--- config.mk ---
export PLATFORM = sky130hd
export DESIGN_NAME = protocol_socket_table
export DESIGN_NICKNAME = d
export VERILOG_FILES = /design/src/sv/pst_pkg.sv /design/src/sv/pst_match.sv /design/src/sv/pst_proto_mem.sv /design/src/sv/pst_payload_mem.sv /design/src/sv/protocol_socket_table.sv
export SDC_FILE = /design/constraint.sdc
export NUM_CORES = 1
export LEC_CHECK = 0
export BUFFER_PORTS_ARGS = -buffer_cell sky130_fd_sc_hd__buf_4
export CAP_MARGIN = 10
export CORE_AREA = 2 2 207 209
export CTS_CLUSTER_SIZE = 16
export DETAILED_ROUTE_END_ITERATION = 16
export DIE_AREA = 0 0 209 211
export MAX_ROUTING_LAYER = met4
export PLACE_DENSITY = 0.5
export SYNTH_ARGS = -nofsm -noshare
export SYNTH_HDL_FRONTEND = slang
export SYNTH_SLANG_ARGS = --single-unit
--- constraint.sdc ---
create_clock -name clock -period 5.7 [get_ports clock]
set_clock_uncertainty 0.05 [all_clocks]
set_input_delay 1.14 -clock clock [delete_from_list [all_inputs] [get_ports clock]]
set_output_delay 1.14 -clock clock [all_outputs]
set_load 0.05 [all_outputs]
--- src/sv/pst_pkg.sv ---
// Package for the protocol socket table: beat types, status and function codes,
// sequencer states and the kernel protocols present after reset.
// Has no dependencies; all other files refer to it by scoped names.
package pst_pkg;

   localparam int NUM_SOCKETS_DEFAULT = 16;
   localparam int KERNEL_COUNT = 4;

   localparam logic [15:0] KERNEL_PROTOCOLS [KERNEL_COUNT] = '{
      16'h0001, 16'h0201, 16'h021F, 16'h0230
   };

   localparam logic [7:0] FUNC_OPEN = 8'd1;
   localparam logic [7:0] FUNC_CLOSE = 8'd2;
   localparam logic [7:0] FUNC_SEND = 8'd3;
   localparam logic [7:0] FUNC_SILENT_LO = 8'd4;
   localparam logic [7:0] FUNC_SILENT_HI = 8'd9;

   localparam logic signed [7:0] DEST_H = 8'sh48;
   localparam logic signed [7:0] DEST_I = 8'sh49;

   typedef enum logic [2:0] {
      STATUS_OK = 3'd0,
      STATUS_BAD_CALL = 3'd1,
      STATUS_BAD_SOCKET = 3'd2,
      STATUS_TAKEN = 3'd3,
      STATUS_FULL = 3'd4,
      STATUS_NO_LINK = 3'd5
   } status_type;

   typedef enum logic [2:0] {
      S_IDLE,
      S_SCAN,
      S_SCAN_END,
      S_OPEN_END,
      S_LOOKUP,
      S_CHECK,
      S_DONE
   } state_type;

   typedef struct packed {
      logic [7:0] func;
      logic [15:0] protocol;
      logic [31:0] option;
      logic [31:0] handler;
      logic [7:0] socket_number;
      logic signed [7:0] destination;
   } req_type;

   typedef struct packed {
      logic answer_written;
      logic [2:0] status;
      logic [4:0] opened_socket;
   } rsp_type;

   typedef struct packed {
      logic occupied;
      logic equal;
   } match_type;

   function automatic logic [15:0] kernel_protocol(input int unsigned idx);
      logic [15:0] value;
      value = 16'h0000;
      if (idx < KERNEL_COUNT) begin
         value = KERNEL_PROTOCOLS[idx[1:0]];
      end
      return value;
   endfunction

endpackage

--- src/sv/pst_match.sv ---
// Shared compare unit of the socket table: checks one table entry against the
// requested protocol. Depends on pst_pkg for the match result type.
module pst_match (
   input logic [15:0] entry,
   input logic [15:0] key,
   output pst_pkg::match_type match
);

   always_comb begin
      match.occupied = (entry != 16'h0000);
      match.equal = (entry == key);
   end

endmodule

--- src/sv/pst_proto_mem.sv ---
// Protocol memory of the socket table with one registered read port and one
// write port; per-entry valid bits supply the reset contents. Depends on pst_pkg.
module pst_proto_mem #(
   parameter int NUM_SOCKETS = pst_pkg::NUM_SOCKETS_DEFAULT,
   parameter int IDX_W = $clog2(NUM_SOCKETS)
) (
   input logic clock,
   input logic reset,
   input logic rd_en,
   input logic [IDX_W-1:0] rd_addr,
   output logic [15:0] rd_data,
   input logic wr_en,
   input logic [IDX_W-1:0] wr_addr,
   input logic [15:0] wr_data
);

   logic [15:0] mem [NUM_SOCKETS];
   logic [NUM_SOCKETS-1:0] valid_ff;
   logic [15:0] rd_data_ff;

   always_ff @(posedge clock) begin
      if (reset) begin
         valid_ff <= '0;
      end else if (wr_en) begin
         valid_ff[wr_addr] <= 1'b1;
      end
   end

   always_ff @(posedge clock) begin
      if (wr_en) begin
         mem[wr_addr] <= wr_data;
      end
   end

   always_ff @(posedge clock) begin
      if (rd_en) begin
         if (valid_ff[rd_addr]) begin
            rd_data_ff <= mem[rd_addr];
         end else begin
            rd_data_ff <= pst_pkg::kernel_protocol(32'(rd_addr));
         end
      end
   end

   assign rd_data = rd_data_ff;

endmodule

--- src/sv/pst_payload_mem.sv ---
// Option and handler memory of the socket table, written when a socket opens.
// Depends on pst_pkg only through the parameter default.
module pst_payload_mem #(
   parameter int NUM_SOCKETS = pst_pkg::NUM_SOCKETS_DEFAULT,
   parameter int IDX_W = $clog2(NUM_SOCKETS)
) (
   input logic clock,
   input logic wr_en,
   input logic [IDX_W-1:0] wr_addr,
   input logic [31:0] wr_option,
   input logic [31:0] wr_handler
);

   logic [63:0] mem [NUM_SOCKETS];

   always_ff @(posedge clock) begin
      if (wr_en) begin
         mem[wr_addr] <= {wr_option, wr_handler};
      end
   end

endmodule

--- src/sv/protocol_socket_table.sv ---
// Top level of the protocol socket table: request sequencer, shared compare
// unit and the protocol and payload memories. Depends on pst_pkg and all pst_ modules.
//
// A request beat is taken when start is high and busy is low; every request
// produces exactly one response beat, shown on rsp_data for the single cycle in
// which rsp_strobe is high, and the receiver cannot stall it. An open walks the
// whole table through the one compare unit, one socket per cycle, and its response
// beat follows the scan, scan-end and open-end states; the next request can be
// taken in the cycle after the response beat. A close or send request for a socket
// number in range reads one entry in the lookup state and answers from the check
// state; all other requests, including those for a socket number out of range,
// answer straight from the idle state. There is no clearing pass after reset; the
// kernel protocols are present at once.
module protocol_socket_table #(
   parameter int NUM_SOCKETS = pst_pkg::NUM_SOCKETS_DEFAULT
) (
   input logic clock,
   input logic reset,
   input logic start,
   input pst_pkg::req_type req_data,
   output logic busy,
   output logic rsp_strobe,
   output pst_pkg::rsp_type rsp_data
);

   localparam int IDX_W = $clog2(NUM_SOCKETS);
   localparam int SOCK_W = IDX_W + 1;
   localparam logic [IDX_W-1:0] LAST_IDX = IDX_W'(NUM_SOCKETS - 1);

   pst_pkg::state_type state_ff, state_in;
   pst_pkg::req_type req_ff;
   pst_pkg::rsp_type rsp_ff, rsp_in;
   pst_pkg::match_type match;
   logic rsp_load;
   logic [IDX_W-1:0] idx_ff, idx_in;
   logic chk_valid_ff;
   logic [IDX_W-1:0] chk_idx_ff;
   logic present_ff;
   logic free_found_ff;
   logic [IDX_W-1:0] free_idx_ff;
   logic accept;
   logic sock_in_range;
   logic [IDX_W-1:0] sock_idx;
   logic rd_en;
   logic [IDX_W-1:0] rd_addr;
   logic [15:0] rd_data;
   logic wr_en;
   logic [IDX_W-1:0] wr_addr;
   logic [15:0] wr_data;
   logic pay_wr_en;

   assign accept = start && (state_ff == pst_pkg::S_IDLE);
   assign busy = (state_ff != pst_pkg::S_IDLE);
   assign rsp_strobe = (state_ff == pst_pkg::S_DONE);
   assign rsp_data = rsp_ff;
   assign sock_in_range = (req_data.socket_number != 8'd0)
      && (req_data.socket_number <= 8'(NUM_SOCKETS));
   assign sock_idx = IDX_W'(req_ff.socket_number - 8'd1);

   pst_match u_match (
      .entry(rd_data),
      .key(req_ff.protocol),
      .match(match)
   );

   pst_proto_mem #(
      .NUM_SOCKETS(NUM_SOCKETS),
      .IDX_W(IDX_W)
   ) u_proto_mem (
      .clock(clock),
      .reset(reset),
      .rd_en(rd_en),
      .rd_addr(rd_addr),
      .rd_data(rd_data),
      .wr_en(wr_en),
      .wr_addr(wr_addr),
      .wr_data(wr_data)
   );

   pst_payload_mem #(
      .NUM_SOCKETS(NUM_SOCKETS),
      .IDX_W(IDX_W)
   ) u_payload_mem (
      .clock(clock),
      .wr_en(pay_wr_en),
      .wr_addr(free_idx_ff),
      .wr_option(req_ff.option),
      .wr_handler(req_ff.handler)
   );

   always_comb begin
      state_in = state_ff;
      unique case (state_ff)
         pst_pkg::S_IDLE: begin
            if (start) begin
               unique case (req_data.func) inside
                  pst_pkg::FUNC_OPEN: state_in = pst_pkg::S_SCAN;
                  pst_pkg::FUNC_CLOSE, pst_pkg::FUNC_SEND: begin
                     state_in = sock_in_range ? pst_pkg::S_LOOKUP : pst_pkg::S_DONE;
                  end
                  default: state_in = pst_pkg::S_DONE;
               endcase
            end
         end
         pst_pkg::S_SCAN: begin
            if (idx_ff == LAST_IDX) begin
               state_in = pst_pkg::S_SCAN_END;
            end
         end
         pst_pkg::S_SCAN_END: state_in = pst_pkg::S_OPEN_END;
         pst_pkg::S_OPEN_END: state_in = pst_pkg::S_DONE;
         pst_pkg::S_LOOKUP: state_in = pst_pkg::S_CHECK;
         pst_pkg::S_CHECK: state_in = pst_pkg::S_DONE;
         pst_pkg::S_DONE: state_in = pst_pkg::S_IDLE;
         default: state_in = pst_pkg::S_IDLE;
      endcase
   end

   always_comb begin
      rd_en = 1'b0;
      rd_addr = idx_ff;
      wr_en = 1'b0;
      wr_addr = free_idx_ff;
      wr_data = req_ff.protocol;
      pay_wr_en = 1'b0;
      rsp_load = 1'b0;
      rsp_in = '0;
      idx_in = idx_ff;
      unique case (state_ff)
         pst_pkg::S_IDLE: begin
            idx_in = '0;
            if (start) begin
               rsp_load = 1'b1;
               rsp_in.answer_written = 1'b1;
               unique case (req_data.func) inside
                  pst_pkg::FUNC_OPEN, pst_pkg::FUNC_CLOSE, pst_pkg::FUNC_SEND: begin
                     rsp_in.status = pst_pkg::STATUS_BAD_SOCKET;
                  end
                  [pst_pkg::FUNC_SILENT_LO:pst_pkg::FUNC_SILENT_HI]: begin
                     rsp_in.answer_written = 1'b0;
                     rsp_in.status = pst_pkg::STATUS_OK;
                  end
                  default: rsp_in.status = pst_pkg::STATUS_BAD_CALL;
               endcase
            end
         end
         pst_pkg::S_SCAN: begin
            rd_en = 1'b1;
            rd_addr = idx_ff;
            idx_in = idx_ff + 1'b1;
         end
         pst_pkg::S_OPEN_END: begin
            rsp_load = 1'b1;
            rsp_in.answer_written = 1'b1;
            if (present_ff) begin
               rsp_in.status = pst_pkg::STATUS_TAKEN;
            end else if (free_found_ff) begin
               rsp_in.status = pst_pkg::STATUS_OK;
               rsp_in.opened_socket = 5'(SOCK_W'(free_idx_ff) + SOCK_W'(1));
               wr_en = 1'b1;
               pay_wr_en = 1'b1;
            end else begin
               rsp_in.status = pst_pkg::STATUS_FULL;
            end
         end
         pst_pkg::S_LOOKUP: begin
            rd_en = 1'b1;
            rd_addr = sock_idx;
         end
         pst_pkg::S_CHECK: begin
            rsp_load = 1'b1;
            rsp_in.answer_written = 1'b1;
            if (!match.occupied) begin
               rsp_in.status = pst_pkg::STATUS_BAD_SOCKET;
            end else if (req_ff.func == pst_pkg::FUNC_CLOSE) begin
               rsp_in.status = pst_pkg::STATUS_OK;
               wr_en = 1'b1;
               wr_addr = sock_idx;
               wr_data = 16'h0000;
            end else if ((req_ff.destination == pst_pkg::DEST_H)
                  || (req_ff.destination == pst_pkg::DEST_I)) begin
               rsp_in.status = pst_pkg::STATUS_NO_LINK;
            end else begin
               rsp_in.status = pst_pkg::STATUS_OK;
            end
         end
         default: begin
         end
      endcase
   end

   always_ff @(posedge clock) begin
      if (reset) begin
         state_ff <= pst_pkg::S_IDLE;
         chk_valid_ff <= 1'b0;
      end else begin
         state_ff <= state_in;
         chk_valid_ff <= (state_ff == pst_pkg::S_SCAN);
      end
   end

   always_ff @(posedge clock) begin
      idx_ff <= idx_in;
      chk_idx_ff <= idx_ff;
      if (accept) begin
         req_ff <= req_data;
      end
      if (rsp_load) begin
         rsp_ff <= rsp_in;
      end
   end

   always_ff @(posedge clock) begin
      if (accept) begin
         present_ff <= 1'b0;
         free_found_ff <= 1'b0;
      end else if (chk_valid_ff) begin
         if (match.occupied && match.equal) begin
            present_ff <= 1'b1;
         end
         if (!match.occupied && (chk_idx_ff != '0) && !free_found_ff) begin
            free_found_ff <= 1'b1;
            free_idx_ff <= chk_idx_ff;
         end
      end
   end

   assert property (@(posedge clock) disable iff (reset) rsp_strobe |=> !rsp_strobe)
      else $error("Response strobe lasted more than one cycle.");

   assert property (@(posedge clock) disable iff (reset) accept |=> busy)
      else $error("Block not busy after taking a request.");

   assert property (@(posedge clock) disable iff (reset)
      (rsp_strobe && (rsp_data.opened_socket != 5'd0))
      |-> (rsp_data.answer_written && (rsp_data.status == pst_pkg::STATUS_OK)))
      else $error("Opened socket reported without a successful answer.");

   assert property (@(posedge clock) disable iff (reset)
      (rsp_strobe && !rsp_data.answer_written)
      |-> (rsp_data.status == pst_pkg::STATUS_OK))
      else $error("Silent response carries a status.");

endmodule
Word level (Yosys, flattened, before mapping):

Memory sizes are Yosys's and may differ from the RTL's.
Cells that the tools add are included.

* reductions and logical operators: 25
* bitwise gates (word level): 5
* add/subtract/negate cells: 3
* magnitude comparators: 8
* equality and inequality tests: 16
* shift-type cells: 0
* divide/modulo/power cells: 0
* multiply operators: 0
* multiplexer cells: 41

Operator list (count)
* two-way mux 16 bit: 7
* binary-select mux 16 bit (select 2 bit): 1
* == test 8 x 2 -> 1 bit, second input constant: 3
* two-way mux 3 bit: 7
* two-way mux 4 bit: 5
* == test 16 bit: 1
* == test 8 bit, second input constant: 2
* OR 16 bit: 1
* nonzero test 16 bit: 1
* case mux 3 bit (5 select lines): 1
* case mux 4 bit (3 select lines): 1
* two-way mux 1 bit: 11
* less-than comparator 4 x 5 -> 1 bit, second input constant: 2
* == test 3 bit, second input constant: 3
* == test 8 x 1 -> 1 bit, second input constant: 1
* >= comparator 8 x 3 -> 1 bit, second input constant: 1
* <= comparator 8 x 4 -> 1 bit, second input constant: 1
* <= comparator 8 x 5 -> 1 bit, second input constant: 1
* case mux 4 bit (2 select lines): 1
* nonzero test 8 bit: 1
* logical AND 1 bit: 7
* == test 3 x 2 -> 1 bit, second input constant: 2
* case mux 3 bit (2 select lines): 1
* AND reduction 2 bit: 3
* 25 further kinds: 33

* bits in registers: 95
* ROM bits: 0
* input bits: 107
* output and inout bits: 11
* bits in writable memories: 256
* latch bits: 0
* memories kept: 1
* word-level logic and storage cells: 115

Memories
* u_proto_mem.mem: words 16, bits a word 16, rd ports 1, clocked after memory_dff 0, write ports 1, line pst_proto_mem.sv:17 `logic [15:0] mem [NUM_SOCKETS];`

Logic depth before layout (Yosys ltp):

* depth in word-level cells: 9
* gate-level depth with buffers: 12
* gate-level depth less buffers: 8

By module:

A second synthesis with hierarchy kept.

* cell total of the unflattened synthesis: 761
* area, all modules: 13879.6 um^2

By module, submodules not included
* pst_proto_mem: area an instance 11114.4 um^2, cells each 538, seq. area each 8488.1 um^2, times used 1
* protocol_socket_table: area an instance 2556.2 um^2, cells each 197, seq. area each 1761.7 um^2, times used 1
* pst_match: area an instance 209.0 um^2, cells each 26, seq. area each 0.0 um^2, times used 1

Worst setup path after synthesis:

OpenSTA, ideal clock, no wires.

* kind: input to register
* start point: in start
* end point: reg free_found_ff
* setup slack: 735 ps
* stages on the path: 4
* setup time: 252 ps
* arrival time: 4663 ps
* buffers on the path: 0
* data required time: 5398 ps
* cell sequence: nand2_1 > nor3_1 > nor4b_1 > o21bai_1

* word-level cells in the longest chain between the ends: 1

Ends and longest elaborated chain
* start: declaration: line protocol_socket_table.sv:19 `input logic start,`
* logical AND 1 bit: line protocol_socket_table.sv:52 `assign accept = start && (state_ff == pst_pkg::S_IDLE);`
* named net accept: line protocol_socket_table.sv:41 `logic accept;`
* end signal: assignment: line protocol_socket_table.sv:216 `free_found_ff <= 1'b0;`
* end signal: assignment: line protocol_socket_table.sv:222 `free_found_ff <= 1'b1;`
* end: declaration: line protocol_socket_table.sv:39 `logic free_found_ff;`

The timed path passes the listed nets, and every way through them passes these cells.
A chain may end at the register's enable or synchronous reset.

Worst setup path in the final report:

* start point: reg req_ff[8] in the netlist's numbering
* end point: reg u_proto_mem.rd_data_ff[13], in the netlist u_proto_mem.rd_data[13], data pin

* word-level cells in the longest chain between the ends: 8
* elaborated cells on any way between the ends: 12
* classes of those cells: add/sub: 1; order compare: 1; mux: 8; bitwise: 1; memory: 1

Ends and longest elaborated chain
* start: declaration: line protocol_socket_table.sv:31 `pst_pkg::req_type req_ff;`
* start signal: assignment: line protocol_socket_table.sv:206 `req_ff <= req_data;`
* subtractor 4 x 1 -> 4 bit *: line protocol_socket_table.sv:58 `assign sock_idx = IDX_W'(req_ff.socket_number - 8'd1);`
* two-way mux 4 bit *: line protocol_socket_table.sv:129 `unique case (state_ff)`
* inverter 2 -> 3 bit (not written as such): line pst_pkg.sv:65 `value = KERNEL_PROTOCOLS[idx[1:0]];`
* binary-select mux 16 bit (select 2 bit): line pst_pkg.sv:65
* two-way mux 16 bit (not written as such) (2 in series): line pst_pkg.sv:65
* two-way mux 16 bit: line pst_pkg.sv:64 `if (idx < KERNEL_COUNT) begin`
* two-way mux 16 bit *: line pst_proto_mem.sv:37 `if (valid_ff[rd_addr]) begin`
* end signal: assignment: line pst_proto_mem.sv:38 `rd_data_ff <= mem[rd_addr];`
* end signal: assignment: line pst_proto_mem.sv:40 `rd_data_ff <= pst_pkg::kernel_protocol(32'(rd_addr));`
* end: declaration: line pst_proto_mem.sv:19 `logic [15:0] rd_data_ff;`

Mark *: on every way between the ends. The rest lies on a longest branch, timed or not. The select of a mux whose other input is x is not followed.

==> reports/summary.txt <==
Tot GR Track Use = 17.1%
Sequential area share after synthesis = 70.8%
Area Growth Syn to Fin = 16.1%
Worst hold path class = reg -> reg
Peak Freq = 248 MHz
Endpoints failing setup = 0
TritonRoute pass-1 iters = 5
Dpl ws = 1.63 ns
Pleak = 5.56 nW
Post-synth ARST share = 0%
Req. time, crit path = 5.90 ns
WL/cell = 23.9 um
Clk Latency, worst-skew pair = 0.56 ns
Routability congestion estimate = 0.758
Power Dens Cells = 500 nW/um2
Core ar. = 41800 um2
Die width = 209 um
DRC Markers = 0
Total gr overflow = 0
Max-slew headroom = 33.6%
Num CTS Buffers = 40
Clk slew on worst S/H paths = 0.06 ns
H-tree depth = 2
VDD IR max = 0.274 mV
First-pass GRT wire length = 53400 um
CTS Root Cell = clkbuf_16
Synth Area in Simple Gates = 7.27%
Starting DRT DRC Count = 488
Initial antenna violation count = 0
Yosys cell types = 64
Total Wirelength = 36000 um
Die ar. = 44100 um2
Detail Route Antenna Nets = 0
Post-synthesis adder-cell area fraction = 0.259%
Post-route setup TNS = 0 ns
Worst Tran Pin Value = 0.992 ns
Yosys warns = 0
Largest net degree at the start of global routing = 60
Critical setup path kind = reg -> reg
Worst Path Max Fanout = 24
Slew Viols, Final = 0
CTS tree = built
Worst path arrival time = 4.24 ns
Row cnt = 75
IO Pins = 118
Vias per cell = 5.29
Max-cap violations = 0
Setup slack, reg-to-reg = 1.66 ns
Clock tree buffer depth = 3
Final setup margin = 1.66 ns
Port Buffers = 52
Clock Sinks = 350
Post-synthesis sequential element count = 350
RSZ-0062 raised after global routing = no
Crit share post-route = 70.9%
Final core utilization = 40.2%
CP Capture Type = flip-flop
Initial core utilization = 34.7%
Detail Placement HPWL = 20700 um
Post-synth EDFFs = 324
CP Launch Type = flip-flop
Vias in the first global route = 8115
Final min period = 4.04 ns
Post-synthesis mux area share = 13.1%
Compound-cell area share of the yosys netlist = 5.40%
Top FF cell, synth = edfxtp_1
Antenna fix cells = 0
Final Hold Fails = 0
Mapped Nets = 972
Status = complete, no violations
Post-synthesis xor/xnor area fraction = 1.39%
Die Height = 211 um
Nets = 1045
Largest family of logic cells by synthesized area = multiplexers
Post-CTS resize count = 0
Share of post-route cells with drive strength above 1 = 22.7%
Mapped Area = 14500 um2
Syn avg cell area = 16.8 um2
Vias = 7952
Hold_ws = 0.383 ns
Post-CTS Repair Setup Buffers = 0
Post-CTS Hold Buffers = 0
Cells after Synth = 862
-- through the flow --
| stage | area [um2] | cells | power, mW |
|---|---|---|---|
| 6_report | 16800 | 1503 | 8.40 |
| 2_1_floorplan | 14500 | 862 | 5.32 |
| 5_1_grt | 16800 | 1503 | 8.81 |
| 4_1_cts | 16800 | 1503 | 8.51 |
| 3_3_place_gp | 15600 | 1432 | 6.12 |
| 3_5_place_dp | 15600 | 1432 | 6.12 |
-- kinds of logic after synthesis --
group	Yosys count
mux	119
simple gates	202
flops	350
fa+ha+maj	3
xor+xnor	23
buf+inv	55
compound gates	110
-- cell type report --
| class | count | area, um2 |
|---|---|---|
| Clock buffer | 58 | 1100 |
| Timing Repair Buffer | 75 | 576 |
| Tap cell | 539 | 674 |
| Multi-Input combinational cell | 457 | 4060 |
| Sequential cell | 350 | 10200 |
| Fill cell | 3773 | 25000 |
| Inverter | 11 | 41.3 |
| Clock inverter | 13 | 100 |
-- state kept, by name, indices dropped and copies added, names as in the netlist --
name / cells
free_found_ff: 1
idx_ff: 4
u_proto_mem.mem: 256
present_ff: 1
free_idx_ff: 4
u_proto_mem.rd_data: 16
rsp_data: 9
chk_idx_ff: 4
chk_valid_ff: 1
u_proto_mem.valid_ff: 16
state_ff: 3
req_ff: 35
-- per-layer routing --
metal	GRT usage, %	vias up	routed length, um
met5	-	-	0
met4	4.93	0	705
met3	2.53	46	1360
met2	28.4	184	17700
met1	22.0	4128	16100
li1	-	3594	-
-- critical path: stages (launching register included) --
cell and delay (ns):
edfxtp_1 0.32, buf_4 0.32, inv_1 0.11, ha_1 0.61
nor4b_2 0.60, a21o_2 0.51, buf_4 0.48, mux4_2 0.38
a22oi_1 0.22, a31oi_1 0.12
-- path summary, 6_finish.rpt --
| kind | startpoint | end | cells after the start |
|---|---|---|---|
| min reg2reg | chk_idx_ff[3]$_DFF_P_ | free_idx_ff[3]$_DFFE_PP_ | 0 |
| max reg2reg | req_ff[8]$_DFFE_PP_ | u_proto_mem.rd_data[13]$_SDFFCE_PP0P_ | 9 |
| max | req_ff[8]$_DFFE_PP_ | u_proto_mem.rd_data[13]$_SDFFCE_PP0P_ | 9 |
| min | chk_idx_ff[3]$_DFF_P_ | free_idx_ff[3]$_DFFE_PP_ | 0 |
-- placed cells by master (no fill, tap or decap), drive strengths merged, types with 11 or more instances in the layout --
cell    Yosys  routed
inv        11      12
a21oi      20      20
a31oi      13      13
nor4       11      11
o211ai     11      11
nor2       57      57
o21ai      11      11
mux2i      45      45
mux4       54      54
and2       21      21
edfxtp    324     324
mux2       20      20
dfxtp      26      26
nand2      41      41
buf        30      75
clkbuf     14      58
nand3      28      28
xnor2      17      17
-- where the power goes --
part	switching (mW)	leakage, nW	internal, mW
clock network	0.984	0.579	1.38
logic	1.62	1.82	1.03
registers	0.192	3.16	3.20
-- cells in the mapped netlist, types with 5 or more instances --
library cell    n  area [um2]
a21oi_1        19        95.1
clkbuf_1       14        52.6
nand3_1        28         140
nor4_1         10        62.6
nor3_1          7        35.0
o21ai_0         6        30.0
xor2_1          6        52.6
mux2i_1        45         450
dfxtp_1        26         521
buf_2          22         110
o21ai_1         5        25.0
a211oi_1        5        37.5
o31a_1          6        52.6
mux2_1         10         113
a22oi_1        10        75.1
edfxtp_1      324        9730
o211a_1         5        50.1
and2_1         21         131
inv_1          11        41.3
o211ai_1       11        82.6
a2111oi_0       6        52.6
nand2_1        41         154
xnor2_1        17         149
mux2_2         10         113
nor2_1         57         214
mux4_2         54        1220
a31oi_1        13        81.3
buf_4           6        45.0
Power figures use the tool's default switching activity.
